<file path="src/design/sfr_pkg.sv">
// Shared types, constants and the microcode table of the subtitle page framer.
`timescale 1ns / 1ps
`default_nettype none

package sfr_pkg;

   localparam int STEP_W = 4;

   // program steps
   localparam logic [STEP_W-1:0] STEP_IDLE    = 4'd0;
   localparam logic [STEP_W-1:0] STEP_DIV     = 4'd1;
   localparam logic [STEP_W-1:0] STEP_SYNC    = 4'd2;
   localparam logic [STEP_W-1:0] STEP_TYPE    = 4'd3;
   localparam logic [STEP_W-1:0] STEP_PAGE_HI = 4'd4;
   localparam logic [STEP_W-1:0] STEP_PAGE_LO = 4'd5;
   localparam logic [STEP_W-1:0] STEP_LEN_HI  = 4'd6;
   localparam logic [STEP_W-1:0] STEP_LEN_LO  = 4'd7;
   localparam logic [STEP_W-1:0] STEP_TIMEOUT = 4'd8;
   localparam logic [STEP_W-1:0] STEP_VERSION = 4'd9;
   localparam logic [STEP_W-1:0] STEP_INDEX   = 4'd10;
   localparam logic [STEP_W-1:0] STEP_RSVD    = 4'd11;
   localparam logic [STEP_W-1:0] STEP_X_HI    = 4'd12;
   localparam logic [STEP_W-1:0] STEP_X_LO    = 4'd13;
   localparam logic [STEP_W-1:0] STEP_Y_HI    = 4'd14;
   localparam logic [STEP_W-1:0] STEP_Y_LO    = 4'd15;

   // configuration register indexes
   localparam logic CSR_OVERRIDE_X = 1'b0;
   localparam logic CSR_OVERRIDE_Y = 1'b1;

   localparam logic [7:0]  SYNC_BYTE        = 8'h0f;
   localparam logic [7:0]  SEGMENT_TYPE     = 8'h10;
   localparam logic [15:0] PAGE_ID          = 16'h0001;
   localparam int          BYTES_PER_REGION = 6;
   localparam int          LEN_BASE         = 2;
   localparam logic [1:0]  STATE_CHANGED    = 2'd2;
   localparam logic [1:0]  STATE_NORMAL     = 2'd1;

   localparam int TIME_W   = 48;
   localparam int US_PER_S = 1000000;

   // one million is 64 * 15625: drop six low bits, then multiply by 2^56 / 15625
   // rounded up; the rounding error stays below one for every 42-bit value
   localparam int             DIV_SHIFT = 6;
   localparam int             RCP_SHIFT = 56;
   localparam int             RCP_W     = 43;
   localparam logic [RCP_W-1:0] RCP_MUL =
      RCP_W'(((64'd1 << (RCP_SHIFT + DIV_SHIFT)) / 64'(US_PER_S)) + 64'd1);

   typedef enum logic [3:0] {
      BS_SYNC,
      BS_TYPE,
      BS_PAGE_HI,
      BS_PAGE_LO,
      BS_LEN_HI,
      BS_LEN_LO,
      BS_TIMEOUT,
      BS_VERSION,
      BS_INDEX,
      BS_ZERO,
      BS_X_HI,
      BS_X_LO,
      BS_Y_HI,
      BS_Y_LO
   } bsel_type;

   typedef enum logic [1:0] {
      HK_NONE,
      HK_ITEM,
      HK_DIV,
      HK_EMIT
   } hold_type;

   typedef enum logic [1:0] {
      BR_NEXT,
      BR_END_IF_EMPTY,
      BR_LOOP
   } br_type;

   typedef struct packed {
      logic              tready;
      logic              emit;
      bsel_type          bsel;
      hold_type          hold;
      br_type            br;
      logic [STEP_W-1:0] target;
   } ctrl_type;

   typedef struct packed {
      ctrl_type ctrl;
      logic     advance;
      logic     page_done;
   } seq_type;

   typedef struct packed {
      logic item_last;
      logic div_done;
      logic emit_ok;
      logic no_regions;
      logic region_last;
   } stat_type;

   function automatic ctrl_type ucode(input logic [STEP_W-1:0] step);
      ctrl_type c;
      c = '{1'b0, 1'b1, BS_ZERO, HK_EMIT, BR_NEXT, STEP_IDLE};
      case (step)
         STEP_IDLE:    c = '{1'b1, 1'b0, BS_ZERO, HK_ITEM, BR_NEXT, STEP_IDLE};
         STEP_DIV:     c = '{1'b0, 1'b0, BS_ZERO, HK_DIV, BR_NEXT, STEP_IDLE};
         STEP_SYNC:    c.bsel = BS_SYNC;
         STEP_TYPE:    c.bsel = BS_TYPE;
         STEP_PAGE_HI: c.bsel = BS_PAGE_HI;
         STEP_PAGE_LO: c.bsel = BS_PAGE_LO;
         STEP_LEN_HI:  c.bsel = BS_LEN_HI;
         STEP_LEN_LO:  c.bsel = BS_LEN_LO;
         STEP_TIMEOUT: c.bsel = BS_TIMEOUT;
         STEP_VERSION: begin
            c.bsel = BS_VERSION;
            c.br   = BR_END_IF_EMPTY;
         end
         STEP_INDEX:   c.bsel = BS_INDEX;
         STEP_RSVD:    c.bsel = BS_ZERO;
         STEP_X_HI:    c.bsel = BS_X_HI;
         STEP_X_LO:    c.bsel = BS_X_LO;
         STEP_Y_HI:    c.bsel = BS_Y_HI;
         STEP_Y_LO: begin
            c.bsel   = BS_Y_LO;
            c.br     = BR_LOOP;
            c.target = STEP_INDEX;
         end
         default:      c = '{1'b1, 1'b0, BS_ZERO, HK_ITEM, BR_NEXT, STEP_IDLE};
      endcase
      return c;
   endfunction

endpackage

`default_nettype wire

</file>
<file path="src/design/sfr_div.sv">
// Timeout divider: page duration over one million by reciprocal multiply, low quotient byte.
`timescale 1ns / 1ps
`default_nettype none

module sfr_div (
   input  wire logic                       clock,
   input  wire logic                       reset,
   input  wire logic                       start,
   input  wire logic [sfr_pkg::TIME_W-1:0] dividend,
   output logic                            done,
   output logic [7:0]                      quotient
);
   import sfr_pkg::*;

   localparam int N_W   = TIME_W - DIV_SHIFT;
   localparam int NL_W  = N_W / 2;
   localparam int ML_W  = RCP_W - NL_W;
   localparam int OP_W  = NL_W + ML_W;
   localparam int ACC_W = RCP_SHIFT + 8;

   // partial product order: low by low, low by high, high by low, high by high
   localparam logic [1:0] PH_LO_LO = 2'd0;
   localparam logic [1:0] PH_LO_HI = 2'd1;
   localparam logic [1:0] PH_HI_LO = 2'd2;
   localparam logic [1:0] PH_HI_HI = 2'd3;

   logic              busy_ff, busy_in;
   logic [1:0]        phase_ff, phase_in;
   logic [N_W-1:0]    n_ff, n_in;
   logic [ACC_W-1:0]  acc_ff, acc_in;
   logic [NL_W-1:0]   op_a;
   logic [ML_W-1:0]   op_b;
   logic [OP_W-1:0]   prod;
   logic [ACC_W-1:0]  addend;

   assign op_a = (phase_ff inside {PH_HI_LO, PH_HI_HI}) ? n_ff[N_W-1:NL_W] : n_ff[NL_W-1:0];
   assign op_b = (phase_ff inside {PH_LO_HI, PH_HI_HI}) ? ML_W'(RCP_MUL[RCP_W-1:ML_W])
                                                        : RCP_MUL[ML_W-1:0];
   assign prod = OP_W'(op_a) * OP_W'(op_b);

   // bits above the accumulator are dropped; only the low quotient byte is kept
   always_comb begin
      case (phase_ff)
         PH_LO_LO: addend = ACC_W'(prod);
         PH_LO_HI: addend = ACC_W'(prod) << ML_W;
         PH_HI_LO: addend = ACC_W'(prod) << NL_W;
         default:  addend = ACC_W'(prod) << (NL_W + ML_W);
      endcase
   end

   assign done     = busy_ff && (phase_ff == PH_HI_HI);
   assign quotient = acc_ff[ACC_W-1:RCP_SHIFT];

   always_comb begin
      busy_in  = busy_ff;
      phase_in = phase_ff;
      n_in     = n_ff;
      acc_in   = acc_ff;
      if (start) begin
         busy_in  = 1'b1;
         phase_in = PH_LO_LO;
         n_in     = dividend[TIME_W-1:DIV_SHIFT];
         acc_in   = '0;
      end else if (busy_ff) begin
         acc_in   = acc_ff + addend;
         phase_in = phase_ff + 2'd1;
         if (done) begin
            busy_in = 1'b0;
         end
      end
   end

   always_ff @(posedge clock) begin
      if (reset) begin
         busy_ff  <= 1'b0;
         phase_ff <= PH_LO_LO;
      end else begin
         busy_ff  <= busy_in;
         phase_ff <= phase_in;
      end
      n_ff   <= n_in;
      acc_ff <= acc_in;
   end

endmodule

`default_nettype wire

</file>
<file path="src/design/sfr_seq.sv">
// Microcode sequencer: step counter, control table lookup and conditional jumps.
`timescale 1ns / 1ps
`default_nettype none

module sfr_seq (
   input  wire logic              clock,
   input  wire logic              reset,
   input  wire sfr_pkg::stat_type stat,
   output sfr_pkg::seq_type       seq
);
   import sfr_pkg::*;

   logic [STEP_W-1:0] step_ff, step_in;
   ctrl_type          ctrl;
   logic              go;
   logic              finish;

   assign ctrl = ucode(step_ff);

   always_comb begin
      case (ctrl.hold)
         HK_ITEM: go = stat.item_last;
         HK_DIV:  go = stat.div_done;
         HK_EMIT: go = stat.emit_ok;
         default: go = 1'b1;
      endcase
   end

   always_comb begin
      finish = 1'b0;
      case (ctrl.br)
         BR_END_IF_EMPTY: finish = stat.no_regions;
         BR_LOOP:         finish = stat.region_last;
         default:         finish = 1'b0;
      endcase
   end

   always_comb begin
      step_in = step_ff;
      if (go) begin
         if (finish) begin
            step_in = STEP_IDLE;
         end else if (ctrl.br == BR_LOOP) begin
            step_in = ctrl.target;
         end else begin
            step_in = step_ff + STEP_W'(1);
         end
      end
   end

   assign seq.ctrl      = ctrl;
   assign seq.advance   = go;
   assign seq.page_done = go && finish;

   always_ff @(posedge clock) begin
      if (reset) begin
         step_ff <= STEP_IDLE;
      end else begin
         step_ff <= step_in;
      end
   end

endmodule

`default_nettype wire

</file>
<file path="src/design/subtitle_page_composition_framer.sv">
// Top level of the subtitle page composition framer: region table, byte datapath, output stage.
//
//  channel | direction | handshake              | payload
//  --------+-----------+------------------------+-----------------------------------------
//  req     | in        | req_tvalid/req_tready  | req_tdata region fields, req_tuser, tlast
//  rsp     | out       | rsp_tvalid/rsp_tready  | rsp_tdata segment byte, rsp_tuser, tlast
//  csr     | in        | csr_we (no wait)       | csr_index, csr_wdata
//
// Region items without last are taken back to back.
// After a page's last item, the timeout divider accumulates its partial products, then the
// segment bytes (8 + 6 per region) are stored in the output register, one per cycle unless
// the output is stalled. The next item is taken the cycle after the last byte is stored.
// Reset is synchronous, active high, and clears the size table and all control state.
`timescale 1ns / 1ps
`default_nettype none

module subtitle_page_composition_framer #(
   parameter int MAX_REGIONS = 8
) (
   input  wire logic         clock,
   input  wire logic         reset,
   input  wire logic         req_tvalid,
   output logic              req_tready,
   // [11:0] region_width, [23:12] region_height, [39:24] region_x, [55:40] region_y,
   // [103:56] start_time, [151:104] stop_time, [152] ephemeral, [159:153] zero
   input  wire logic [159:0] req_tdata,
   // [0] has_region
   input  wire logic         req_tuser,
   input  wire logic         req_tlast,
   output logic              rsp_tvalid,
   input  wire logic         rsp_tready,
   // [7:0] out_byte
   output logic [7:0]        rsp_tdata,
   // [0] regions_dropped
   output logic              rsp_tuser,
   output logic              rsp_tlast,
   input  wire logic         csr_we,
   input  wire logic         csr_index,
   input  wire logic [15:0]  csr_wdata
);
   import sfr_pkg::*;

   localparam int CNT_W = $clog2(MAX_REGIONS + 1);
   localparam int IDX_W = (MAX_REGIONS > 1) ? $clog2(MAX_REGIONS) : 1;

   logic [11:0]       in_w, in_h;
   logic [15:0]       in_x, in_y;
   logic [TIME_W-1:0] in_t0, in_t1;
   logic              in_eph;

   assign in_w   = req_tdata[11:0];
   assign in_h   = req_tdata[23:12];
   assign in_x   = req_tdata[39:24];
   assign in_y   = req_tdata[55:40];
   assign in_t0  = req_tdata[103:56];
   assign in_t1  = req_tdata[151:104];
   assign in_eph = req_tdata[152];

   seq_type  seq;
   stat_type stat;

   logic [15:0]      ovr_x_ff, ovr_y_ff;
   logic [11:0]      known_w_ff [MAX_REGIONS];
   logic [11:0]      known_h_ff [MAX_REGIONS];
   logic [15:0]      page_x_ff  [MAX_REGIONS];
   logic [15:0]      page_y_ff  [MAX_REGIONS];
   logic [3:0]       version_ff;
   logic             mode_ff;
   logic             over_ff;
   logic [CNT_W-1:0] count_ff;
   logic [IDX_W-1:0] idx_ff;

   logic             rsp_valid_ff;
   logic [7:0]       rsp_byte_ff;
   logic             rsp_last_ff;
   logic             rsp_drop_ff;

   logic             req_fire;
   logic             has_room;
   logic [IDX_W-1:0] wr_idx;
   logic             width_new, height_grow;
   logic [TIME_W:0]  span;
   logic [TIME_W-1:0] dividend;
   logic             div_done;
   logic [7:0]       timeout;
   logic [15:0]      seg_len;
   logic             ovr;
   logic [15:0]      pos_x, pos_y;
   logic [1:0]       page_state;
   logic [7:0]       byte_val;
   logic             byte_last;

   assign req_tready = seq.ctrl.tready;
   assign req_fire   = req_tvalid && req_tready;
   assign has_room   = count_ff < CNT_W'(MAX_REGIONS);
   assign wr_idx     = count_ff[IDX_W-1:0];
   assign width_new  = known_w_ff[wr_idx] != in_w;
   assign height_grow = known_h_ff[wr_idx] < in_h;

   // zero timeout when ephemeral or stop does not follow start
   assign span     = {1'b0, in_t1} - {1'b0, in_t0};
   assign dividend = (in_eph || span[TIME_W]) ? '0 : span[TIME_W-1:0];

   sfr_div u_div (
      .clock    (clock),
      .reset    (reset),
      .start    (req_fire && req_tlast),
      .dividend (dividend),
      .done     (div_done),
      .quotient (timeout)
   );

   assign stat.item_last   = req_fire && req_tlast;
   assign stat.div_done    = div_done;
   assign stat.emit_ok     = seq.ctrl.emit && (!rsp_valid_ff || rsp_tready);
   assign stat.no_regions  = count_ff == '0;
   assign stat.region_last = (CNT_W'(idx_ff) + CNT_W'(1)) == count_ff;

   sfr_seq u_seq (
      .clock (clock),
      .reset (reset),
      .stat  (stat),
      .seq   (seq)
   );

   assign seg_len    = 16'(count_ff) * 16'(BYTES_PER_REGION) + 16'(LEN_BASE);
   assign ovr        = (ovr_x_ff != '0) && (ovr_y_ff != '0);
   assign pos_x      = ovr ? ovr_x_ff : page_x_ff[idx_ff];
   assign pos_y      = ovr ? ovr_y_ff : page_y_ff[idx_ff];
   assign page_state = mode_ff ? STATE_CHANGED : STATE_NORMAL;

   always_comb begin
      case (seq.ctrl.bsel)
         BS_SYNC:    byte_val = SYNC_BYTE;
         BS_TYPE:    byte_val = SEGMENT_TYPE;
         BS_PAGE_HI: byte_val = PAGE_ID[15:8];
         BS_PAGE_LO: byte_val = PAGE_ID[7:0];
         BS_LEN_HI:  byte_val = seg_len[15:8];
         BS_LEN_LO:  byte_val = seg_len[7:0];
         BS_TIMEOUT: byte_val = timeout;
         BS_VERSION: byte_val = {version_ff, page_state, 2'b00};
         BS_INDEX:   byte_val = 8'(idx_ff);
         BS_X_HI:    byte_val = pos_x[15:8];
         BS_X_LO:    byte_val = pos_x[7:0];
         BS_Y_HI:    byte_val = pos_y[15:8];
         BS_Y_LO:    byte_val = pos_y[7:0];
         default:    byte_val = 8'h00;
      endcase
   end

   assign byte_last = ((seq.ctrl.br == BR_END_IF_EMPTY) && stat.no_regions)
                   || ((seq.ctrl.br == BR_LOOP) && stat.region_last);

   // configuration registers
   always_ff @(posedge clock) begin
      if (reset) begin
         ovr_x_ff <= '0;
         ovr_y_ff <= '0;
      end else if (csr_we) begin
         case (csr_index)
            CSR_OVERRIDE_X: ovr_x_ff <= csr_wdata;
            CSR_OVERRIDE_Y: ovr_y_ff <= csr_wdata;
            default: ;
         endcase
      end
   end

   // remembered region sizes persist across pages
   always_ff @(posedge clock) begin
      if (reset) begin
         for (int i = 0; i < MAX_REGIONS; i++) begin
            known_w_ff[i] <= '0;
            known_h_ff[i] <= '0;
         end
      end else if (req_fire && req_tuser && has_room) begin
         if (width_new) begin
            known_w_ff[wr_idx] <= in_w;
         end
         if (height_grow) begin
            known_h_ff[wr_idx] <= in_h;
         end
      end
   end

   always_ff @(posedge clock) begin
      if (req_fire && req_tuser && has_room) begin
         page_x_ff[wr_idx] <= in_x;
         page_y_ff[wr_idx] <= in_y;
      end
   end

   // page bookkeeping
   always_ff @(posedge clock) begin
      if (reset) begin
         version_ff <= '0;
         mode_ff    <= 1'b0;
         over_ff    <= 1'b0;
         count_ff   <= '0;
         idx_ff     <= '0;
      end else if (seq.page_done) begin
         version_ff <= version_ff + 4'd1;
         mode_ff    <= 1'b0;
         over_ff    <= 1'b0;
         count_ff   <= '0;
         idx_ff     <= '0;
      end else begin
         if (req_fire && req_tuser) begin
            if (has_room) begin
               count_ff <= count_ff + CNT_W'(1);
               if (width_new || height_grow) begin
                  mode_ff <= 1'b1;
               end
            end else begin
               over_ff <= 1'b1;
            end
         end
         // advance to the next region after its last byte
         if (seq.advance && (seq.ctrl.br == BR_LOOP)) begin
            idx_ff <= idx_ff + IDX_W'(1);
         end
      end
   end

   // output register: hold until taken, refill in the same cycle
   always_ff @(posedge clock) begin
      if (reset) begin
         rsp_valid_ff <= 1'b0;
      end else if (stat.emit_ok) begin
         rsp_valid_ff <= 1'b1;
      end else if (rsp_tready) begin
         rsp_valid_ff <= 1'b0;
      end
   end

   always_ff @(posedge clock) begin
      if (stat.emit_ok) begin
         rsp_byte_ff <= byte_val;
         rsp_last_ff <= byte_last;
         rsp_drop_ff <= over_ff;
      end
   end

   assign rsp_tvalid = rsp_valid_ff;
   assign rsp_tdata  = rsp_byte_ff;
   assign rsp_tlast  = rsp_last_ff;
   assign rsp_tuser  = rsp_drop_ff;

`ifndef SYNTH
   a_count_bound: assert property (@(posedge clock) disable iff (reset)
      count_ff <= CNT_W'(MAX_REGIONS))
      else $error("region count beyond table depth");

   a_final_byte_ends_page: assert property (@(posedge clock) disable iff (reset)
      (stat.emit_ok && byte_last) |-> seq.page_done)
      else $error("final segment byte stored without closing the page");

   a_page_cleared: assert property (@(posedge clock) disable iff (reset)
      seq.page_done |=> (count_ff == '0) && !mode_ff && !over_ff && (idx_ff == '0))
      else $error("page state not cleared after emission");

   a_version_step: assert property (@(posedge clock) disable iff (reset)
      seq.page_done |=> version_ff == ($past(version_ff) + 4'd1))
      else $error("page version did not advance");

   a_no_accept_busy: assert property (@(posedge clock) disable iff (reset)
      (div_done || stat.emit_ok) |-> !req_tready)
      else $error("input taken while a segment is in progress");
`endif

endmodule

`default_nettype wire

</file>
<file path="config.mk">
export PLATFORM = sky130hd
export DESIGN_NAME = subtitle_page_composition_framer
export DESIGN_NICKNAME = d
export VERILOG_FILES = /design/src/design/sfr_pkg.sv /design/src/design/sfr_div.sv /design/src/design/sfr_seq.sv /design/src/design/subtitle_page_composition_framer.sv
export SDC_FILE = /design/constraint.sdc
export NUM_CORES = 2
export LEC_CHECK = 0
export ABC_AREA = 1
export BUFFER_PORTS_ARGS = -buffer_cell sky130_fd_sc_hd__buf_2
export CELL_PAD_IN_SITES_DETAIL_PLACEMENT = 0
export CELL_PAD_IN_SITES_GLOBAL_PLACEMENT = 1
export CORE_ASPECT_RATIO = 0.75
export CORE_MARGIN = 10
export CORE_UTILIZATION = 53
export DETAILED_ROUTE_END_ITERATION = 7
export PLACE_DENSITY_LB_ADDON = 0.1
export SLEW_MARGIN = 40
export SYNTH_ARGS = -nofsm -noshare
export SYNTH_HDL_FRONTEND = slang
export SYNTH_SLANG_ARGS = --single-unit
</file>
<file path="constraint.sdc">
create_clock -name clock -period 27.3 [get_ports clock]
set_clock_uncertainty 0.15 [all_clocks]
set_input_delay 5.46 -clock clock [delete_from_list [all_inputs] [get_ports clock]]
set_output_delay 5.46 -clock clock [all_outputs]
set_load 0.02 [all_outputs]
</file>
; Word-level counts from Yosys, hierarchy flattened
; Memories as Yosys holds them, arrays and structs flattened. A register that Yosys moved wholly into a read port is not among the register bits.
; Cells that the tools add are included.
[totals]
output_inout_bits = 12
word_cells = 153
register_bits = 169
mem_bits_rw = 448
mem_count = 4
[mem_list]
columns = memory, words, word_bits, read_ports, rd_ports_with_merged_regs, write_ports, line_no
row1 = page_x_ff, 8, 16, 1, 1, 1, subtitle_page_composition_framer.sv:65  ; logic [15:0] page_x_ff [MAX_REGIONS];
row2 = page_y_ff, 8, 16, 1, 1, 1, subtitle_page_composition_framer.sv:66  ; logic [15:0] page_y_ff [MAX_REGIONS];
row3 = known_h_ff, 8, 12, 1, 1, 8, subtitle_page_composition_framer.sv:64  ; logic [11:0] known_h_ff [MAX_REGIONS];
row4 = known_w_ff, 8, 12, 1, 1, 8, subtitle_page_composition_framer.sv:63  ; logic [11:0] known_w_ff [MAX_REGIONS];
[classes]
mul = 2
n_mux = 47
add_sub_neg = 9
n_bitwise = 2
n_eq_ne = 36
magnitude_cmp = 2
reduce_logical = 35
[op_table]
columns = operator, count
row1 = $pmux 64 s3, 1
row2 = $pmux 8 s12, 1
row3 = $add 64x64->64, 1
row4 = $pmux 4 s14, 1
row5 = $eq 4x4->1 const B, 13
row6 = $sub 48x48->49, 1
row7 = $mul 21x22->43, 1
row8 = $eq 4x3->1 const B, 8
row9 = $mux 16, 2
row10 = $reduce_bool 16->1, 2
row11 = $mux 3, 10
row12 = $mux 12, 2
row13 = $reduce_or 12->1, 2
row14 = $mux 22, 1
row15 = $mux 21, 1
row16 = $mux 1, 19
row17 = $add 4x1->4 const B, 3
row18 = $eq 4x2->1 const B, 3
row19 = $logic_not 4->1, 3
row20 = $lt 12x12->1, 1
row21 = $mux 4, 3
row22 = $ne 12x12->1, 1
row23 = $pmux 2 s2, 3
row24 = $logic_and 1x1->1, 11
row25 = 22 further kinds, 39

; Logic depth before layout (Yosys ltp)
[logic_depth]
depth_word = 10
ltp_mapped = 56

; Modules after synthesis
; A second synthesis with hierarchy kept.
[hier_totals]
cells_unflattened = 5884
area_unflattened_um2 = 48066.1
[by_module_without_submodules]
columns = module, area_each_um2, n_inst, seq_area_each_um2, cells_per_inst
row1 = subtitle_page_composition_framer, 26260.2, 1, 14794.2, 2905
row2 = sfr_div, 21239.1, 1, 2602.5, 2888
row3 = sfr_seq, 566.8, 1, 80.1, 91

; Worst setup path before layout
; No wires, ideal clock.
[synth_path]
path_type = register to register
startpoint = reg u_div.phase_ff[0]
endpoint = reg u_div.acc_ff[48]
path_buffers = 3
setup_time_ps = 114
period_less_slack_ps = 9401
stages_incl_launch_ff = 48
required_ps = 27036
slack_ps = 17899
arrival_time_ps = 9137
cell_sequence = dfxtp_1 -> inv_1 -> ha_1 -> buf_2 -> nor2_1 -> clkbuf_1 -> clkbuf_1 -> nand2_1 -> o21ai_0 -> inv_1 -> nor2_1 -> inv_1 -> fa_1 -> inv_1 -> fa_1 -> fa_1 -> fa_1 -> inv_1 -> [... 12 more ...] -> nand2_1 -> or2_2 -> and2_1 -> nand2_1 -> o221ai_1 -> ha_1 -> nand2_1 -> nor2_1 -> inv_1 -> nor4_1 -> nand3_1 -> nand3_1 -> nand2_1 -> inv_1 -> nor2_1 -> xor2_1 -> o21bai_1 -> inv_1
[synth_via]
elab_chain_cells = 6
word_cells_on_any_way = 11
cone_classes = add/sub: 1 / mul: 1 / eq/ne: 3 / mux: 3 / reduce/logical: 3
[synth_rtl]
columns = element, line_no
row1 = start: declaration, sfr_div.sv:28  ; logic [1:0] phase_ff, phase_in;
row2 = start signal: assignment, sfr_div.sv:79  ; phase_ff <= phase_in;
row3 = "$eq 2x2->1, or another cell as far along", "sfr_div.sv:36, sfr_div.sv:43"
row4 = "$reduce_bool 2->1, on equally long branches", "sfr_div.sv:36, sfr_div.sv:37"
row5 = $mux 21 or $mux 22 (tied branches), "sfr_div.sv:36, sfr_div.sv:37"
row6 = $mul 21x22->43, sfr_div.sv:39  ; assign prod = OP_W'(op_a) * OP_W'(op_b);
row7 = $pmux 64 s3 *, sfr_div.sv:43  ; case (phase_ff)
row8 = $add 64x64->64 *, sfr_div.sv:65  ; acc_in = acc_ff + addend;
row9 = end signal: assignment, sfr_div.sv:82  ; acc_ff <= acc_in;
row10 = end: declaration, sfr_div.sv:30  ; logic [ACC_W-1:0] acc_ff, acc_in;
; Every way passes the cells marked *; elsewhere a longest branch is shown, timed or not.
; A chain may end at the register's enable or synchronous reset.

; Final worst setup path
[layout_path]
startpoint = reg u_div.phase_ff[0]
endpoint = reg u_div.acc_ff[52]
; Same word-level chain as after synthesis.

==> results.md <==
* CTS tree: yes
* Share of cells above drive strength 1 at 6.92%
* Final hold vios at 0
* DR vias at 37,600
* Initial core utilization at 53.8%
* Max Cap Viol at 0
* Post-synth EDFFs at 500
* Die W at 362 um
* CTS Sinks at 623
* Commonest cells in the netlist: inv_1, nand2_1, nor2_1
* CP required at 27,690 ps
* Synth Register Bits at 623
* Synth Instances at 5,436
* Post-cts resize count at 0
* Cell taking the most area after synthesis: edfxtp_1
* Io pins at 196
* Remaining antenna violation count after routing at 0
* Initial antenna violation count at 11
* Worst hold path class: reg2reg
* Root buffer cell: clkbuf_16
* Worst relative slew slack at 38.0%
* H-tree lvl count at 2
* Asr flop ratio synth at 0%
* Post-CTS Hold Fix Bufs at 0
* Most frequent cell after synthesis: inv_1
* Main synth FF type: edfxtp_1
* Setup crit end kind: flop
* Final Setup Violations at 0
* Fmax at 83.8 MHz
* CP max FO at 42
* CP arrival at 12,320 ps
* RD Place Congestion at 0.956
* YS warnings at 0
* Vias in the first global route at 35,600
* Buffers on Ports at 188
* Clk slew on worst S/H paths at 60 ps
* Setup bufs post-CTS at 0
* WL per Instance at 19.7 um
* Max Buffers Root-to-Sink at 3
* Area of the die at 100,000 um^2
* Slew of the pin with the lowest slew margin at 920 ps
* Nets@finish at 6,360
* M3 GR Usage at 7.03%
* Grt ovf at 0
* Crit path time final at 11,930 ps
* Unrepaired setup endpoints after global routing: no
* Sequential area share after synthesis at 37.6%
* # DRC at 0
* Layer with the highest usage: met1
* CP max stage delay at 740 ps
* Core Area at 86,500 um^2
* Setup_tns at 0 ps
* Cell repeated most along the worst path: inv_1
* Met2 usage at 37.3%
* TritonRoute pass-1 iters at 5
* Syn_area_per_cell at 8.55 um^2
* Crit Path Class: reg2reg
* Count of cell types in the netlist at 55
* Status: finished, final reports clean
* Mapped Area at 46,500 um^2
* Slowest cell on crit path: o21ai_0
* Area Overhead vs Synth at 8.64%
* Reg2reg path depth at 44
* Routed wire length at 133,000 um
* Iteration-0 DRC count of the detailed router at 3,385
* Met1 usage at 38.2%
* Avg Vias per Cell at 5.57
* Worst Hold Depth at 0
* Largest net degree at the start of global routing at 103
* Final period util at 43.7%
* Worst skew pair latency at 680 ps
* Total CTS buffers at 61
* Post-synth top area share at 32.3%
* First-pass GRT wire length at 205,000 um
* DP HPWL at 100,000 um
* Nature of the critical path startpoint: flop
* Die height at 276 um
* Ranking of synthesized cells by area: edfxtp_1, fa_1, ha_1, inv_1, nand2_1
* Num rows at 93
* Max-slew violation count at 0
* Total GRT Usage at 25.9%
==> critical path, delay by kind of cell, from the launching register on <==
kind | cells | cell delay (ps)
AOI/OAI and AO/OA | 7 | 2790
buffers and inverters | 12 | 1350
adders and majority gates | 10 | 5070
and+or+nand+nor | 14 | 1920
DFF | 1 | 360
xor gates and xnor gates | 1 | 120
==> worst paths after layout <==
check | from | endpoint | slack, ps
hold / removal | over_ff$_SDFFE_PP0P_ | rsp_tuser$_DFFE_PP_ | 320
setup reg to reg | u_div.phase_ff[0]$_SDFFE_PP0P_ | u_div.acc_ff[52]$_SDFFE_PP0P_ | 15370
setup / recovery | u_div.phase_ff[0]$_SDFFE_PP0P_ | u_div.acc_ff[52]$_SDFFE_PP0P_ | 15370
hold reg to reg | over_ff$_SDFFE_PP0P_ | rsp_tuser$_DFFE_PP_ | 320
==> per-layer routing <==
layer	wire length, um	up-vias
li1	-	18300
met1	61900	17800
met2	55800	1345
met3	12800	168
met4	2690	12
met5	80	-
==> per-stage QoR <==
step | hold slack, ps | setup WS [ps] | cell area [um^2] | instances | utilization [%]
floorplan | 259 | 17900 | 46600 | 5454 | -
global placement | 287 | 15770 | 48500 | 6630 | 56.0
detailed placement | 279 | 15680 | 48500 | 6631 | 56.1
CTS | 302 | 15650 | 50500 | 6747 | 58.4
global route | 307 | 14670 | 50500 | 6750 | 58.4
finish | 321 | 15370 | 50500 | 6752 | 58.4
==> state kept, by name (all words and copies together) (netlist names), named ones only <==
name	count
rsp_tvalid	1
u_div.phase_ff	2
u_seq.step_ff	4
mode_ff	1
rsp_tdata	8
rsp_tuser	1
page_y_ff	128
known_h_ff	96
known_w_ff	96
over_ff	1
ovr_x_ff	16
u_div.n_ff	42
page_x_ff	128
idx_ff	3
u_div.acc_ff	64
rsp_tlast	1
ovr_y_ff	16
version_ff	4
count_ff	4
u_div.busy_ff	1
==> logic make-up (layout without fill, tap and decap cells) <==
kind of cell	count (synthesis)	count (layout)	synth area share [%]
AND/OR/NAND/NOR	1897	1897	16.8
AO/OA/AOI/OAI	1100	1100	13.8
buffers and inverters	1083	1236	9.03
flip-flops	623	623	37.6
adder cells (fa/ha/maj)	622	622	20.8
XOR/XNOR	106	106	2.00
multiplexers	3	3	0.0673
other	2	25	0.0162
==> layout make-up <==
cell class	instances	area [um^2]
Tap cell	1140	1430
Clock inverter	41	367
Fill cell	7858	36000
Multi-Input combinational cell	3748	25000
Antenna cell	5	12.5
Timing Repair Buffer	226	1250
Clock buffer	75	1600
Sequential cell	623	17500
Inverter	894	3370
==> cells in the final DEF, fill, tap and decap left out, types with 23 or more instances in the layout <==
master,n
buf_4,35
a31oi_1,44
o22ai_1,33
buf_2,188
nand3_1,164
a21oi_1,366
ha_1,373
nor2_1,743
dfxtp_1,119
a221o_1,28
nor3_1,77
o21ai_0,376
inv_1,860
o21bai_1,59
xnor2_1,33
clkinv_1,39
xor2_1,73
or2_2,27
clkbuf_16,62
o221ai_1,37
nand4_1,25
nor4_1,23
o21ai_1,29
edfxtp_1,500
o211ai_1,35
nand2_1,796
a21o_1,27
fa_1,249
Power is not shown: default switching activity piles up to over one toggle a cycle in this logic, so the estimate is an artifact.
